[src/hrhp_pkg.sv]
// Shared types, codes and byte classification for the HTTP request head parser.
`default_nettype none
package hrhp_pkg;

  localparam int MAX_MESSAGE_BYTES_DEF = 65536;
  localparam int MAX_HEADERS_DEF       = 64;
  localparam int QUEUE_DEPTH           = 4;
  localparam int CAP_W                 = 7;

  localparam logic [CAP_W-1:0] CAP_RESET = 7'd64;

  localparam logic [2:0] ST_NEED_MORE = 3'd0;
  localparam logic [2:0] ST_COMPLETE  = 3'd1;
  localparam logic [2:0] ST_INVALID   = 3'd2;
  localparam logic [2:0] ST_TOO_MANY  = 3'd3;
  localparam logic [2:0] ST_TOO_LONG  = 3'd4;

  localparam logic [2:0] KIND_NONE    = 3'd0;
  localparam logic [2:0] KIND_METHOD  = 3'd1;
  localparam logic [2:0] KIND_URI     = 3'd2;
  localparam logic [2:0] KIND_VERSION = 3'd3;
  localparam logic [2:0] KIND_KEY     = 3'd4;
  localparam logic [2:0] KIND_VALUE   = 3'd5;

  localparam logic [7:0] CH_SP    = 8'h20;
  localparam logic [7:0] CH_DEL   = 8'h7f;
  localparam logic [7:0] CH_CR    = 8'h0d;
  localparam logic [7:0] CH_LF    = 8'h0a;
  localparam logic [7:0] CH_COLON = 8'h3a;
  localparam logic [7:0] CH_H     = 8'h48;
  localparam logic [7:0] CH_T     = 8'h54;
  localparam logic [7:0] CH_P     = 8'h50;
  localparam logic [7:0] CH_SLASH = 8'h2f;
  localparam logic [7:0] CH_ONE   = 8'h31;
  localparam logic [7:0] CH_DOT   = 8'h2e;

  localparam logic [0:0] REG_CAPACITY = 1'b0;

  typedef struct packed {
    logic [7:0] data_byte;
    logic       restart;
  } in_beat_t;

  typedef struct packed {
    logic [2:0]  status;
    logic [2:0]  field_kind;
    logic [15:0] field_start;
    logic [15:0] field_length;
    logic [5:0]  header_index;
  } out_beat_t;

  // Byte classes handed from the front end to the parser.
  typedef struct packed {
    logic restart;
    logic tchar;
    logic uri;
    logic sp;
    logic cr;
    logic lf;
    logic colon;
    logic digit;
    logic h;
    logic t;
    logic p;
    logic slash;
    logic one;
    logic dot;
  } cls_t;

  function automatic logic is_tchar(input logic [7:0] c);
    logic r;
    r = c inside {[8'h30:8'h39], [8'h41:8'h5a], [8'h61:8'h7a],
                  8'h21, 8'h23, 8'h24, 8'h25, 8'h26, 8'h27, 8'h2a, 8'h2b,
                  8'h2d, 8'h2e, 8'h5e, 8'h5f, 8'h60, 8'h7c, 8'h7e};
    return r;
  endfunction

endpackage
`default_nettype wire

[src/http_request_head_parser.sv]
// Top level of the HTTP/1 request head parser with its configuration register.
//
// Usage: bytes of a request head enter on in_valid/in_stall/in_data, one per beat;
// in_data.restart marks the first byte of a new message. Every input beat yields
// exactly one result beat on out_valid/out_stall/out_data carrying the sticky
// status and the span of any field that ends on that byte.
// Path: an accepted byte is written to the queue, then parsed into the result
// register, from which it is offered on out_data.
// Throughput: one byte per cycle while out_stall is low, set by the parser state update.
// A four-beat queue sits between the byte classifier and the parser, and the
// result register lets a new byte be parsed while an old result is being taken.
// When the receiver stalls, the result holds and the queue fills; in_stall rises
// once the queue is full. Reset (rst_n low, synchronous) empties the queue,
// drops the result, returns the parser to the start of a request line and sets
// header_capacity to 64. header_capacity sits at byte address 0 of the APB port
// and should be written only while the parser is idle.
`default_nettype none
module http_request_head_parser import hrhp_pkg::*; #(
  parameter int MAX_MESSAGE_BYTES = MAX_MESSAGE_BYTES_DEF,
  parameter int MAX_HEADERS       = MAX_HEADERS_DEF
) (
  input  wire logic        clk,
  input  wire logic        rst_n,
  input  wire logic        in_valid,
  output logic             in_stall,
  input  wire in_beat_t    in_data,
  output logic             out_valid,
  input  wire logic        out_stall,
  output out_beat_t        out_data,
  input  wire logic        psel,
  input  wire logic        penable,
  input  wire logic        pwrite,
  input  wire logic [2:0]  paddr,
  input  wire logic [31:0] pwdata,
  output logic [31:0]      prdata,
  output logic             pready
);

  logic [CAP_W-1:0] cap_r, cap_nxt;
  logic             cfg_wr;
  logic             q_valid;
  logic             q_pop;
  cls_t             q_data;

  assign pready  = 1'b1;
  assign cfg_wr  = psel && penable && pwrite && (paddr[2] == REG_CAPACITY);
  assign cap_nxt = cfg_wr ? pwdata[CAP_W-1:0] : cap_r;
  assign prdata  = (paddr[2] == REG_CAPACITY) ? {{(32 - CAP_W){1'b0}}, cap_r} : 32'd0;

  always_ff @(posedge clk) begin
    if (!rst_n) begin
      cap_r <= CAP_RESET;
    end else begin
      cap_r <= cap_nxt;
    end
  end

  hrhp_front u_front (
    .clk      (clk),
    .rst_n    (rst_n),
    .in_valid (in_valid),
    .in_stall (in_stall),
    .in_data  (in_data),
    .q_valid  (q_valid),
    .q_data   (q_data),
    .q_pop    (q_pop)
  );

  hrhp_back #(
    .MAX_MESSAGE_BYTES (MAX_MESSAGE_BYTES),
    .MAX_HEADERS       (MAX_HEADERS)
  ) u_back (
    .clk             (clk),
    .rst_n           (rst_n),
    .header_capacity (cap_r),
    .q_valid         (q_valid),
    .q_data          (q_data),
    .q_pop           (q_pop),
    .out_valid       (out_valid),
    .out_stall       (out_stall),
    .out_data        (out_data)
  );

endmodule
`default_nettype wire

[src/hrhp_front.sv]
// Front end: classifies incoming bytes and queues them for the parser.
`default_nettype none
module hrhp_front import hrhp_pkg::*; (
  input  wire logic     clk,
  input  wire logic     rst_n,
  input  wire logic     in_valid,
  output logic          in_stall,
  input  wire in_beat_t in_data,
  output logic          q_valid,
  output cls_t          q_data,
  input  wire logic     q_pop
);

  localparam int PW = $clog2(QUEUE_DEPTH);
  localparam int CW = $clog2(QUEUE_DEPTH + 1);

  cls_t          mem_r [QUEUE_DEPTH];
  logic [PW-1:0] wr_ptr_r, wr_ptr_nxt;
  logic [PW-1:0] rd_ptr_r, rd_ptr_nxt;
  logic [CW-1:0] cnt_r, cnt_nxt;
  cls_t          cls;
  logic          push;
  logic          pop;

  always_comb begin
    cls.restart = in_data.restart;
    cls.tchar   = is_tchar(in_data.data_byte);
    cls.uri     = (in_data.data_byte > CH_SP) && (in_data.data_byte != CH_DEL);
    cls.sp      = in_data.data_byte == CH_SP;
    cls.cr      = in_data.data_byte == CH_CR;
    cls.lf      = in_data.data_byte == CH_LF;
    cls.colon   = in_data.data_byte == CH_COLON;
    cls.digit   = in_data.data_byte inside {[8'h30:8'h39]};
    cls.h       = in_data.data_byte == CH_H;
    cls.t       = in_data.data_byte == CH_T;
    cls.p       = in_data.data_byte == CH_P;
    cls.slash   = in_data.data_byte == CH_SLASH;
    cls.one     = in_data.data_byte == CH_ONE;
    cls.dot     = in_data.data_byte == CH_DOT;
  end

  assign in_stall = cnt_r == CW'(QUEUE_DEPTH);
  assign push     = in_valid && !in_stall;
  assign q_valid  = cnt_r != '0;
  assign pop      = q_pop && q_valid;
  assign q_data   = mem_r[rd_ptr_r];

  always_comb begin
    wr_ptr_nxt = push ? wr_ptr_r + PW'(1) : wr_ptr_r;
    rd_ptr_nxt = pop ? rd_ptr_r + PW'(1) : rd_ptr_r;
    cnt_nxt    = cnt_r;
    if (push && !pop) begin
      cnt_nxt = cnt_r + CW'(1);
    end else if (pop && !push) begin
      cnt_nxt = cnt_r - CW'(1);
    end
  end

  always_ff @(posedge clk) begin
    if (!rst_n) begin
      wr_ptr_r <= '0;
      rd_ptr_r <= '0;
      cnt_r    <= '0;
    end else begin
      wr_ptr_r <= wr_ptr_nxt;
      rd_ptr_r <= rd_ptr_nxt;
      cnt_r    <= cnt_nxt;
    end
  end

  always_ff @(posedge clk) begin
    if (push) begin
      mem_r[wr_ptr_r] <= cls;
    end
  end

endmodule
`default_nettype wire

[src/hrhp_back.sv]
// Back end: request head state machine, field spans and the result register.
`default_nettype none
module hrhp_back import hrhp_pkg::*; #(
  parameter int MAX_MESSAGE_BYTES = MAX_MESSAGE_BYTES_DEF,
  parameter int MAX_HEADERS       = MAX_HEADERS_DEF
) (
  input  wire logic             clk,
  input  wire logic             rst_n,
  input  wire logic [CAP_W-1:0] header_capacity,
  input  wire logic             q_valid,
  input  wire cls_t             q_data,
  output logic                  q_pop,
  output logic                  out_valid,
  input  wire logic             out_stall,
  output out_beat_t             out_data
);

  localparam int OFF_W = $clog2(MAX_MESSAGE_BYTES + 1);
  localparam int HC_W  = $clog2(MAX_HEADERS + 1);
  localparam int CMP_W = (HC_W > CAP_W) ? HC_W : CAP_W;
  localparam logic [OFF_W-1:0] OFF_LIMIT = OFF_W'(MAX_MESSAGE_BYTES);
  localparam logic [CMP_W-1:0] HDR_LIMIT = CMP_W'(MAX_HEADERS);
  localparam logic [CMP_W-1:0] IDX_SAT   = CMP_W'(63);

  localparam logic [4:0] PH_M_FIRST    = 5'd0;
  localparam logic [4:0] PH_M_REST     = 5'd1;
  localparam logic [4:0] PH_SP1        = 5'd2;
  localparam logic [4:0] PH_URI        = 5'd3;
  localparam logic [4:0] PH_SP2        = 5'd4;
  localparam logic [4:0] PH_V_T1       = 5'd5;
  localparam logic [4:0] PH_V_T2       = 5'd6;
  localparam logic [4:0] PH_V_P        = 5'd7;
  localparam logic [4:0] PH_V_SLASH    = 5'd8;
  localparam logic [4:0] PH_V_ONE      = 5'd9;
  localparam logic [4:0] PH_V_DOT      = 5'd10;
  localparam logic [4:0] PH_V_DIG1     = 5'd11;
  localparam logic [4:0] PH_V_DIGS     = 5'd12;
  localparam logic [4:0] PH_RL_LF      = 5'd13;
  localparam logic [4:0] PH_LINE_START = 5'd14;
  localparam logic [4:0] PH_END_LF     = 5'd15;
  localparam logic [4:0] PH_KEY        = 5'd16;
  localparam logic [4:0] PH_KEY_SP     = 5'd17;
  localparam logic [4:0] PH_VAL_SKIP   = 5'd18;
  localparam logic [4:0] PH_VAL        = 5'd19;
  localparam logic [4:0] PH_VAL_CR     = 5'd20;

  logic [4:0]       phase_r, phase_nxt;
  logic [OFF_W-1:0] off_r, off_nxt;
  logic [15:0]      sb_r, sb_nxt;
  logic [15:0]      vte_r, vte_nxt;
  logic [HC_W-1:0]  hc_r, hc_nxt;
  logic [2:0]       fs_r, fs_nxt;
  logic             out_valid_r, out_valid_nxt;
  out_beat_t        out_data_r, out_data_nxt;

  logic [4:0]       ph;
  logic [OFF_W-1:0] offv;
  logic [15:0]      sbv;
  logic [15:0]      vtev;
  logic [HC_W-1:0]  hcv;
  logic [2:0]       fsv;
  logic [OFF_W+15:0] off_ext;
  logic [15:0]      off16;
  logic [CMP_W-1:0] hc_ext;
  logic [CMP_W-1:0] cap_ext;
  logic [CMP_W-1:0] capv;
  logic [5:0]       hidx_sat;
  logic             bad;
  logic             pop;
  cls_t             c;

  assign c     = q_data;
  assign pop   = q_valid && (!out_valid_r || !out_stall);
  assign q_pop = pop;

  // A restart beat sees the cleared state instead of the stored one.
  always_comb begin
    ph       = c.restart ? PH_M_FIRST : phase_r;
    offv     = c.restart ? '0 : off_r;
    sbv      = c.restart ? '0 : sb_r;
    vtev     = c.restart ? '0 : vte_r;
    hcv      = c.restart ? '0 : hc_r;
    fsv      = c.restart ? ST_NEED_MORE : fs_r;
    off_ext  = {16'b0, offv};
    off16    = off_ext[15:0];
    hc_ext   = CMP_W'(hcv);
    cap_ext  = CMP_W'(header_capacity);
    capv     = (cap_ext > HDR_LIMIT) ? HDR_LIMIT : cap_ext;
    hidx_sat = (hc_ext > IDX_SAT) ? 6'd63 : hc_ext[5:0];
  end

  always_comb begin
    phase_nxt    = ph;
    off_nxt      = offv;
    sb_nxt       = sbv;
    vte_nxt      = vtev;
    hc_nxt       = hcv;
    fs_nxt       = fsv;
    bad          = 1'b0;
    out_data_nxt = '0;
    out_data_nxt.field_kind = KIND_NONE;
    if (fsv == ST_NEED_MORE) begin
      if (offv >= OFF_LIMIT) begin
        fs_nxt = ST_TOO_LONG;
      end else begin
        off_nxt = offv + OFF_W'(1);
        case (ph)
          PH_M_FIRST: begin
            if (c.tchar) begin
              sb_nxt    = off16;
              phase_nxt = PH_M_REST;
            end else begin
              bad = 1'b1;
            end
          end
          PH_M_REST: begin
            if (c.sp) begin
              out_data_nxt.field_kind   = KIND_METHOD;
              out_data_nxt.field_start  = sbv;
              out_data_nxt.field_length = off16 - sbv;
              phase_nxt = PH_SP1;
            end else if (!c.tchar) begin
              bad = 1'b1;
            end
          end
          PH_SP1: begin
            if (!c.sp) begin
              if (c.uri) begin
                sb_nxt    = off16;
                phase_nxt = PH_URI;
              end else begin
                bad = 1'b1;
              end
            end
          end
          PH_URI: begin
            if (c.sp) begin
              out_data_nxt.field_kind   = KIND_URI;
              out_data_nxt.field_start  = sbv;
              out_data_nxt.field_length = off16 - sbv;
              phase_nxt = PH_SP2;
            end else if (!c.uri) begin
              bad = 1'b1;
            end
          end
          PH_SP2: begin
            if (!c.sp) begin
              if (c.h) begin
                sb_nxt    = off16;
                phase_nxt = PH_V_T1;
              end else begin
                bad = 1'b1;
              end
            end
          end
          PH_V_T1: begin
            if (c.t) phase_nxt = PH_V_T2; else bad = 1'b1;
          end
          PH_V_T2: begin
            if (c.t) phase_nxt = PH_V_P; else bad = 1'b1;
          end
          PH_V_P: begin
            if (c.p) phase_nxt = PH_V_SLASH; else bad = 1'b1;
          end
          PH_V_SLASH: begin
            if (c.slash) phase_nxt = PH_V_ONE; else bad = 1'b1;
          end
          PH_V_ONE: begin
            if (c.one) phase_nxt = PH_V_DOT; else bad = 1'b1;
          end
          PH_V_DOT: begin
            if (c.dot) phase_nxt = PH_V_DIG1; else bad = 1'b1;
          end
          PH_V_DIG1: begin
            if (c.digit) phase_nxt = PH_V_DIGS; else bad = 1'b1;
          end
          PH_V_DIGS: begin
            if (c.cr) begin
              out_data_nxt.field_kind   = KIND_VERSION;
              out_data_nxt.field_start  = sbv;
              out_data_nxt.field_length = off16 - sbv;
              phase_nxt = PH_RL_LF;
            end else if (!c.digit) begin
              bad = 1'b1;
            end
          end
          PH_RL_LF: begin
            if (c.lf) phase_nxt = PH_LINE_START; else bad = 1'b1;
          end
          PH_LINE_START: begin
            if (c.cr) begin
              phase_nxt = PH_END_LF;
            end else if (c.tchar) begin
              sb_nxt    = off16;
              phase_nxt = PH_KEY;
            end else begin
              bad = 1'b1;
            end
          end
          PH_END_LF: begin
            if (c.lf) fs_nxt = ST_COMPLETE; else bad = 1'b1;
          end
          PH_KEY: begin
            if (c.sp || c.colon) begin
              out_data_nxt.field_kind   = KIND_KEY;
              out_data_nxt.field_start  = sbv;
              out_data_nxt.field_length = off16 - sbv;
              out_data_nxt.header_index = hidx_sat;
              phase_nxt = c.colon ? PH_VAL_SKIP : PH_KEY_SP;
            end else if (!c.tchar) begin
              bad = 1'b1;
            end
          end
          PH_KEY_SP: begin
            if (c.colon) begin
              phase_nxt = PH_VAL_SKIP;
            end else if (!c.sp) begin
              bad = 1'b1;
            end
          end
          PH_VAL_SKIP: begin
            if (!c.sp) begin
              sb_nxt = off16;
              if (c.cr) begin
                vte_nxt   = off16;
                phase_nxt = PH_VAL_CR;
              end else begin
                vte_nxt   = off16 + 16'd1;
                phase_nxt = PH_VAL;
              end
            end
          end
          PH_VAL: begin
            if (c.cr) begin
              phase_nxt = PH_VAL_CR;
            end else if (!c.sp) begin
              vte_nxt = off16 + 16'd1;
            end
          end
          PH_VAL_CR: begin
            if (c.lf) begin
              out_data_nxt.field_kind   = KIND_VALUE;
              out_data_nxt.field_start  = sbv;
              out_data_nxt.field_length = vtev - sbv;
              out_data_nxt.header_index = hidx_sat;
              if (hc_ext >= capv) begin
                fs_nxt = ST_TOO_MANY;
              end else begin
                hc_nxt = hcv + HC_W'(1);
              end
              phase_nxt = PH_LINE_START;
            end else begin
              // The held CR was value text after all.
              vte_nxt = off16;
              if (!c.cr) begin
                if (!c.sp) vte_nxt = off16 + 16'd1;
                phase_nxt = PH_VAL;
              end
            end
          end
          default: begin
            bad = 1'b1;
          end
        endcase
        if (bad) fs_nxt = ST_INVALID;
      end
    end
    out_data_nxt.status = fs_nxt;
  end

  always_comb begin
    if (pop) begin
      out_valid_nxt = 1'b1;
    end else if (out_stall) begin
      out_valid_nxt = out_valid_r;
    end else begin
      out_valid_nxt = 1'b0;
    end
  end

  always_ff @(posedge clk) begin
    if (!rst_n) begin
      phase_r     <= PH_M_FIRST;
      off_r       <= '0;
      sb_r        <= '0;
      vte_r       <= '0;
      hc_r        <= '0;
      fs_r        <= ST_NEED_MORE;
      out_valid_r <= 1'b0;
    end else begin
      out_valid_r <= out_valid_nxt;
      if (pop) begin
        phase_r <= phase_nxt;
        off_r   <= off_nxt;
        sb_r    <= sb_nxt;
        vte_r   <= vte_nxt;
        hc_r    <= hc_nxt;
        fs_r    <= fs_nxt;
      end
    end
  end

  always_ff @(posedge clk) begin
    if (pop) begin
      out_data_r <= out_data_nxt;
    end
  end

  assign out_valid = out_valid_r;
  assign out_data  = out_data_r;

  a_none_is_empty: assert property (@(posedge clk) disable iff (!rst_n)
    (out_valid_r && out_data_r.field_kind == KIND_NONE) |->
      (out_data_r.field_start == 16'd0 && out_data_r.field_length == 16'd0 &&
       out_data_r.header_index == 6'd0))
    else $error("field without a kind carries a span");

  a_line_idx_zero: assert property (@(posedge clk) disable iff (!rst_n)
    (out_valid_r && (out_data_r.field_kind == KIND_METHOD ||
                     out_data_r.field_kind == KIND_URI ||
                     out_data_r.field_kind == KIND_VERSION)) |->
      out_data_r.header_index == 6'd0)
    else $error("request line field carries a header index");

  a_sticky: assert property (@(posedge clk) disable iff (!rst_n)
    (pop && !c.restart && fs_r != ST_NEED_MORE) |=>
      (out_data_r.field_kind == KIND_NONE && out_data_r.status == $past(fs_r)))
    else $error("final status did not hold");

  a_hdr_bound: assert property (@(posedge clk) disable iff (!rst_n)
    CMP_W'(hc_r) <= HDR_LIMIT)
    else $error("header count ran past its limit");

endmodule
`default_nettype wire
[config.mk]
export PLATFORM = sky130hd
export DESIGN_NAME = http_request_head_parser
export DESIGN_NICKNAME = d
export VERILOG_FILES = /design/src/hrhp_pkg.sv /design/src/http_request_head_parser.sv /design/src/hrhp_front.sv /design/src/hrhp_back.sv
export SDC_FILE = /design/constraint.sdc
export NUM_CORES = 1
export LEC_CHECK = 0
export BUFFER_PORTS_ARGS = -buffer_cell sky130_fd_sc_hd__buf_2
export CORE_UTILIZATION = 54
export CTS_CLUSTER_SIZE = 16
export DETAILED_ROUTE_END_ITERATION = 16
export PLACE_DENSITY = 0.77
export SYNTH_ARGS = -nofsm -noshare
export SYNTH_HDL_FRONTEND = slang
export SYNTH_SLANG_ARGS = --single-unit
[constraint.sdc]
create_clock -name clk -period 4.4 [get_ports clk]
set_clock_uncertainty 0.15 [all_clocks]
set_input_delay 0.88 -clock clk [delete_from_list [all_inputs] [get_ports clk]]
set_output_delay 0.88 -clock clk [all_outputs]
set_load 0.03 [all_outputs]
== Yosys cells after proc, flatten, opt, wreduce, memory -nomap -nowiden ==
Memories as Yosys holds them, arrays and structs flattened. A register that Yosys moved wholly into a read port is not among the register bits.
Cells that the tools add are included.
Storage, ports and cells
  bits in registers: 123
  logic and storage cells: 223
  bits of input ports: 51
  memories: 1
  RAM bits: 56
Cells by class
  equal/unequal tests: 47
  reductions and logical operators: 29
  bitwise operators: 2
  $add $sub $neg: 9
  mux-type cells: 108
  order comparisons: 11
Memories
  u_front.mem_r: words 4, bits a word 14, read ports 1, clocked after Yosys merged registers in 1, write ports 1, RTL line hrhp_front.sv:17  | cls_t mem_r [QUEUE_DEPTH];
Operators by type and width (count)
  $mux W16: 20
  $pmux W35 S5: 1
  $mux W5: 27
  $eq A8 B6 Y1 const B: 14
  $pmux W5 S20: 1
  $mux W41: 2
  $pmux W16 S5: 1
  $mux W34: 2
  $eq A8 B7 Y1 const B: 8
  $mux W7: 8
  $mux W17: 3
  $pmux W16 S3: 1
  $eq A5 B4 Y1 const B: 8
  $mux W33: 1
  $sub A16 B16 Y16: 2
  $mux W3: 10
  $eq A5 B5 Y1 const B: 5
  $mux W1: 24
  $eq A5 B3 Y1 const B: 4
  $reduce_bool A18 Y1: 1
  $add A17 B1 Y17 const B: 1
  $ge A17 B17 Y1 const B: 1
  $add A16 B1 Y16 const B: 1
  $eq A8 B4 Y1 const B: 2
  other kinds (32): 58

== Longest topological paths before layout ==
Gate-level depths: netlist of run 1.
  depth after elaboration: 9
  mapped depth: 17
  depth with buffers taken out: 14

== By module ==
A second synthesis of run 1 with hierarchy kept.
Second synthesis, totals
  cell total of the unflattened synthesis: 1342
  area total of the unflattened synthesis: 12024.0 µm²
Modules (own cells, without submodules)
  hrhp_back: times used 1, sequential area each 2622.5 µm², area an instance 8690.8 µm², cells an instance 1103
  hrhp_front: times used 1, sequential area each 1861.8 µm², area an instance 2776.4 µm², cells an instance 173
  http_request_head_parser: times used 1, sequential area each 140.1 µm², area an instance 556.8 µm², cells an instance 66

== Worst setup path after synthesis of run 1 ==
No wires, ideal clock.
  kind: reg2reg
  from: reg with a tool-made name
  to: reg u_back.hc_r[4]
  period minus slack after synthesis: 4212 ps
  arrival time: 3992 ps
  path slack: 188 ps
  required time: 4180 ps
  cell stages (with the launch flop): 16
  path through: dfxtp_1 -> clkbuf_1 -> mux2i_1 -> mux2_2 -> clkbuf_1 -> buf_1 -> clkbuf_1 -> nand2_1 -> ha_1 -> nand2b_1 -> a31oi_1 -> o21ai_0 -> a2111oi_4 -> nand2_2 -> or4_1 -> a21oi_1
RTL lines
  end signal: assignment: RTL line hrhp_back.sv:297  | hc_r <= hc_nxt;
  end: declaration: RTL line hrhp_back.sv:51  | logic [HC_W-1:0] hc_r, hc_nxt;

==> impl_metrics.toml, run 1 <==
[status]
status = "finished, final reports clean"

[detailed_routing]
dr.pass1.iters = 6
wire_per_inst_um = 21.3
drt_first_iter_violations = 1184
totalWireLength_mm = 37.2
drtAntennaViolNets = 0
via_per_inst = 6.51
route.vias.total = 11400
drcViolationCount = 0

[min_path]
holdPathEnd = "u_back.vte_r[12]$_SDFFE_PN0P_"
holdPathStages = 2
hold_class = "reg2reg"
min_from = "u_back.vte_r[12]$_SDFFE_PN0P_"

[place]
place_congestion = 1.01
post-place-cells = 1714
dp_hpwl_mm = 26.8
port_buffers = 76

[cts]
post_cts.repair.setup_buffers = 0
path_clk_slew_ns = 0.07
cts_hold_buf = 0
clock_path_buffers = 2
numCtsBuffers = 17
clock_latency_ns = 0.46
htree_levels = 4
cts_resized = 0
cts.sink_count = 181
cts_root_buffer = "clkbuf_16"
cts_tree = "done"

[synthesis]
ys_ff_latch = 181
yosysUniqueCellTypes = 87
synth_ff_type = "edfxtp_1"
syn_area_per_cell_sq_um = 8.63
synth_edf_count = 100
synthArstFlopShare_pct = 0
yosysWarnings = 0
ys_seq_area_share_pct = 38.2
synth_area_sq_um = 12100
netlist_instances = 1401

[sta]
slew_viol_final = 0
period_share_pct = 93.7
finalHoldViolations = 0
worst_pin_slew_ns = 1.01
fmax_ghz = 0.243
rsz0062_at_grt = "false"
max-slew-margin-rel_pct = 32.0
setup_violations = 0
min_period_ns = 4.12
setup-tns-final_ns = 0

[final_layout]
area_growth_pct = 10.0
fin_cells = 1746
nNetsFinal = 1552
drive_gt1_share_pct = 13.3
fillerInstances = 2000
antennaDiodeCount = 0

[floorplan]
num_rows = 54
die_w_um = 152
design.core.area_sq_um = 21900
start_util_pct = 55.2
die_h_um = 152
die_area_sq_um = 23000
io_pins = 130

[global_routing]
grt_max_degree = 42
grt_pass1_wl_mm = 58.5
antenna_found_initial = 0
use_met3_pct = 6.32
grt-ovfl-total = 0
met1_usage_pct = 41.7
globalRouteMet2Util_pct = 53.9
grt_usage_pct = 33.4
grt_pass1_vias = 10700
grt_busiest_layer = "met2"

[run]
maxCapViolations = 0

[setup_path]
timing.rr.end = "u_back.out_data[21]$_SDFFCE_PP0P_"
ff2ff_setup_slack_ns = 0.28
arrival_ns = 4.16
r2r_cells = 14
cp.required_ns = 4.44
start_kind = "flop"
cp-end-kind = "flop"
path_max_fanout = 14
crit_type = "reg2reg"

[power_and_ir_drop]
peakVddDrop_mv = 0.435
power_density_nw_per_um2 = 600
p_leak_uw = 0.00493
-- how the worst max path moves through the flow --
stage | start | end | slack, ns | cells after the start
after floorplan | flop | u_back.hc_r[4]$_SDFFE_PN0P_ | 0.19 | 15
after global placement | flop | u_back.out_data[21]$_SDFFCE_PP0P_ | 0.42 | 14
after detailed placement | flop | u_back.out_data[21]$_SDFFCE_PP0P_ | 0.35 | 14
after CTS | flop | u_back.out_data[21]$_SDFFCE_PP0P_ | 0.33 | 14
after global routing | flop | u_back.out_data[21]$_SDFFCE_PP0P_ | 0.03 | 14
final | flop | u_back.out_data[21]$_SDFFCE_PP0P_ | 0.28 | 14
-- cells in the final DEF, fill, tap and decap left out, types with 7 or more instances in the layout --
cell type	count
a211oi_1	13
edfxtp_1	100
nand4_1	12
nor4_1	8
nor3_1	32
mux2i_1	17
o31ai_1	9
clkbuf_16	17
a31oi_1	33
conb_1	26
o21a_1	14
or3_1	17
ha_1	45
o21ai_0	111
a21oi_1	106
inv_1	44
o22ai_1	16
xor2_1	13
buf_4	39
dfxtp_1	81
nand2_1	154
a311oi_1	7
a22oi_1	16
nor2_1	142
a21o_1	15
xnor2_1	29
nor2b_1	28
nand3_1	46
buf_2	76
a22o_1	8
and2_1	13
nand2b_1	11
mux4_2	14
-- worst max-delay path, stage by stage (launching register included) --
cell,delay (ns)
dfxtp_1,0.42
mux2i_1,0.20
mux2_2,0.43
buf_4,0.25
nand2_1,0.12
inv_1,0.24
ha_1,0.29
o21a_1,0.14
o31ai_1,0.07
buf_4,0.16
a211oi_1,0.31
nor3_1,0.17
or4b_2,0.68
o31ai_1,0.09
o32ai_1,0.13
-- logic make-up after synthesis --
group	share of synthesized area, %
and+or+nand+nor	21.6
AOI/OAI and AO/OA	21.6
DFF	38.2
buffers and inverters	5.93
adders and majority gates	5.24
xor gates and xnor gates	3.04
muxes	4.29
other	0.0621
-- per-layer routing --
layer / share of wire, % / routed length, um
met5: 0 / 0
met4: 5.7 / 2100
met3: 8.3 / 3090
met2: 47 / 17400
met1: 39 / 14600
-- synthesized netlist by cell type (all sizes together), types with 5 or more instances --
| library cell | count | area, sq um |
|---|---|---|
| o31ai | 9 | 67.6 |
| nor4b | 6 | 58.8 |
| nor2b | 28 | 175 |
| ha | 45 | 563 |
| o21ai | 116 | 584 |
| dfxtp | 81 | 1620 |
| a21oi | 106 | 531 |
| o21bai | 5 | 37.5 |
| mux4 | 14 | 315 |
| a21o | 15 | 113 |
| and2 | 13 | 81.3 |
| a31oi | 33 | 206 |
| clkbuf | 57 | 214 |
| nor3 | 37 | 223 |
| or2 | 6 | 37.5 |
| o21a | 14 | 105 |
| nand3 | 46 | 230 |
| xnor2 | 29 | 254 |
| a211o | 5 | 43.8 |
| nand2 | 157 | 602 |
| and4 | 6 | 52.6 |
| a211oi | 13 | 97.6 |
| buf | 50 | 327 |
| a22oi | 16 | 120 |
| or3 | 17 | 106 |
| a221oi | 6 | 52.6 |
| xor2 | 13 | 114 |
| a311oi | 7 | 61.3 |
| and3 | 5 | 31.3 |
| inv | 45 | 169 |
| nor4 | 10 | 92.6 |
| nand4 | 12 | 75.1 |
| edfxtp | 100 | 3000 |
| a22o | 8 | 70.1 |
| mux2i | 17 | 170 |
| o22ai | 16 | 100 |
| nor2 | 144 | 546 |
| nand2b | 11 | 68.8 |
| nor3b | 6 | 45.0 |
-- stage by stage --
stage	power (uW)	cell area [sq um]	setup WS [ns]	hold slack, ns	util (%)
3_5_place_dp	6320	12700	0.348	0.287	58.0
5_1_grt	8410	13300	0.0267	0.319	60.8
3_3_place_gp	6260	12700	0.420	0.282	58.0
4_1_cts	7920	13300	0.331	0.303	60.8
2_1_floorplan	5190	12200	0.188	0.267	-
6_report	7980	13300	0.277	0.306	60.8
-- state kept, by name, summed over array words and instances, names as in the netlist, 5 cells and up, named ones only --
signal and cells:
u_back.off_r 17, u_back.vte_r 16, u_back.sb_r 16, u_back.phase_r 5, u_back.out_data 44, u_back.hc_r 7, u_front.mem_r 56, cap_r 7
-- power by group --
part	internal [uW]	switching [uW]	leakage, uW
registers	2170	191	0.00160
clock network	818	778	0.000292
logic	1270	2760	0.00304
-- cell type report --
type | instances | area [sq um] | share of cell area, %
tap | 280 | 350 | 2.63
timing repair buffer | 116 | 693 | 5.21
clock inverter | 15 | 185 | 1.39
sequential | 181 | 4620 | 34.8
clock buffer | 17 | 425 | 3.20
inverter | 47 | 176 | 1.33
multi-input combinational | 1090 | 6850 | 51.5
Note: power is estimated with default switching activity, not from simulation.
==> inputs of run 2 (changes only) <==
--- a/config.mk
+++ b/config.mk
@@ -12,4 +12,5 @@
 export PLACE_DENSITY = 0.77
 export SYNTH_ARGS = -nofsm -noshare
 export SYNTH_HDL_FRONTEND = slang
+export SYNTH_HIERARCHICAL = 1
 export SYNTH_SLANG_ARGS = --single-unit
==> impl_metrics.toml, run 2 <==
[setup_path]
arrival_ns = 4.10
cp_top_family = "compound AO/OA/AOI/OAI gates"
endpoint = "u_back/out_data[41]$_DFFE_PP_"
timing.rr.end = "u_back/out_data[41]$_DFFE_PP_"
ff2ff_setup_slack_ns = 0.31
cpPeakStageDelay_ns = 0.64
crit_type = "reg2reg"
worstPathCellList = "mux4_2 > buf_4 > buf_4 > nor2b_1 > ha_1 > a21o_1 > a21o_1 > a21oi_1 > o21ai_0 > o21ai_0 > a21o_1 > o21bai_1"
slowest_stage = "mux4_2"
crit_buf_inv = 2
path_max_fanout = 19
cp-end-kind = "flop"
cp_common_cell = "a21o_1"
r2r_cells = 12
cp.required_ns = 4.41
start_kind = "flop"
cp.depth = 12

[cts]
clock_latency_ns = 0.44
cts_root_buffer = "clkbuf_16"
cts_resized = 0
post_cts.repair.setup_buffers = 0
cts.sink_count = 181
cts_tree = "done"
path_clk_slew_ns = 0.07
cts_hold_buf = 0
htree_levels = 4
numCtsBuffers = 17
clock_path_buffers = 2

[synthesis]
ys_top_cells_by_count = "nand2_1, nor2_1, edfxtp_1, a21oi_1, dfxtp_1"
ys_seq_area_share_pct = 38.5
ys_ff_latch = 181
synth_top_family_by_area = "simple AND/OR/NAND/NOR gates"
synth.top_cells.by_area = "edfxtp_1, dfxtp_1, ha_1, nand2_1, nor2_1"
muxShareOfSynthArea_pct = 4.37
syn_area_per_cell_sq_um = 8.96
yosysTopAreaCellShare_pct = 25.0
yosys.area.top_type = "edfxtp_1"
synthArstFlopShare_pct = 0
netlist_instances = 1342
synth_compound_area_share_pct = 18.6
synth_area_sq_um = 12000
yosysWarnings = 6
synth-adder-area-share_pct = 5.18
yosysUniqueCellTypes = 94
synth_edf_count = 100
synth-xor-area-share_pct = 3.42
synth_ff_type = "edfxtp_1"
yosysMostFrequentCell = "nand2_1"
synthSimpleGateAreaFrac_pct = 23.8

[sta]
setup-tns-final_ns = 0
min_period_ns = 4.09
setup_violations = 0
fmax_ghz = 0.245
worst_slack_ns = 0.314
slew_viol_final = 0
rsz0062_at_grt = "false"
worst_pin_slew_ns = 1.01
max-slew-margin-rel_pct = 32.7
holdWs_ns = 0.316
period_share_pct = 92.9
finalHoldViolations = 0

[final_layout]
fillerInstances = 1884
drive_gt1_share_pct = 15.3
fin_util_pct = 60.1
seqCellArea_sq_um = 4620
mostFrequentLayoutCell = "nand2_1"
largest-register = "u_front/mem_r"
nNetsFinal = 1482
area_growth_pct = 9.17
layout_common_cells = "nand2_1, nor2_1, edfxtp_1, a21oi_1, dfxtp_1"
largest_register_ffs = 56
antennaDiodeCount = 0
multiInputGateArea_sq_um = 6750

[floorplan]
design.core.area_sq_um = 21800
die_w_um = 151
die_area_sq_um = 22900
die_h_um = 151
start_util_pct = 55.1
num_rows = 54
io_pins = 130

[global_routing]
grt_pass1_wl_mm = 51.9
grt_usage_pct = 29.5
grt_max_degree = 38
grt-ovfl-total = 0
grt_pass1_vias = 9808
antenna_found_initial = 0

[min_path]
hold_class = "reg2reg"

[detailed_routing]
wire_per_inst_um = 19.9
dr.pass1.iters = 6
drcViolationCount = 0
drtAntennaViolNets = 0
totalWireLength_mm = 33.4
drt_first_iter_violations = 1263
via_per_inst = 6.33
route.vias.total = 10600

[power_and_ir_drop]
peakVddDrop_mv = 0.430
p_leak_uw = 0.00500
total_power_uw = 7270
power_density_nw_per_um2 = 554

[place]
port_buffers = 76
place_congestion = 0.959
preCtsSetupSlack_ns = 0.414
dp_hpwl_mm = 23.6

[run]
maxCapViolations = 0

[status]
status = "finished, final reports clean"
[run 2: cell types whose count changed after synthesis, sizes merged, moves of 18 or more]
cell	change
a31oi	-22
and2	+18
buf	+20
nor2	-21
nor2b	+23
o21ai	-27
[run 2: metal layers]
| layer | track usage, % | vias up | wire, um |
|---|---|---|---|
| li1 | - | 4936 | - |
| met1 | 37.5 | 4949 | 13500 |
| met2 | 47.9 | 582 | 15600 |
| met3 | 4.49 | 137 | 2580 |
| met4 | 16.6 | 0 | 1730 |
| met5 | 0 | - | 0 |
[run 2: layout make-up]
cell class                 instances  area share (%)
inverter                          36            1.03
tap                              280            2.67
clock inverter                    15            1.54
timing repair buffer             109            4.88
clock buffer                      17            3.24
multi-input combinational       1038            51.4
sequential                       181            35.2
[run 2: where the power goes]
group          internal, uW  switching (uW)  leakage, uW
logic                   981            2310      0.00305
clock network           876             762     0.000305
registers              2170             170      0.00164
total                  4020            3240      0.00500
[run 2: how the worst min path moves through the flow]
stage,from,to,cells past startpoint
floorplan,u_back/vte_r[6]$_SDFFE_PN0P_,u_back/vte_r[6]$_SDFFE_PN0P_,2
global placement,u_back/vte_r[0]$_SDFFE_PN0P_,u_back/vte_r[0]$_SDFFE_PN0P_,2
detailed placement,u_back/vte_r[6]$_SDFFE_PN0P_,u_back/vte_r[6]$_SDFFE_PN0P_,2
CTS,u_back/vte_r[6]$_SDFFE_PN0P_,u_back/vte_r[6]$_SDFFE_PN0P_,2
global route,cap_r[1]$_SDFFE_PN0P_,cap_r[1]$_SDFFE_PN0P_,2
finish,u_back/vte_r[0]$_SDFFE_PN0P_,u_back/vte_r[0]$_SDFFE_PN0P_,2
[run 2: metrics by stage]
step,cells,cell area (sq um)
final,1676,13100
after global routing,1676,13100
after CTS,1676,13100
after detailed placement,1644,12500
after global placement,1644,12500
after floorplan,1366,12100
[run 2: worst min-delay path, stage by stage, from the launching register on]
cell     delay, ns
dfxtp_1       0.32
nand2_1       0.05
a21oi_1       0.05
[run 2: logic make-up (layout without fill, tap and decap cells)]
family / Yosys count / in the layout
mux: 35 / 35
simple gates: 541 / 541
other cells: 2 / 26
flops: 181 / 181
buf+inv: 147 / 177
compound gates: 341 / 341
fa+ha+maj: 48 / 48
xor+xnor: 47 / 47
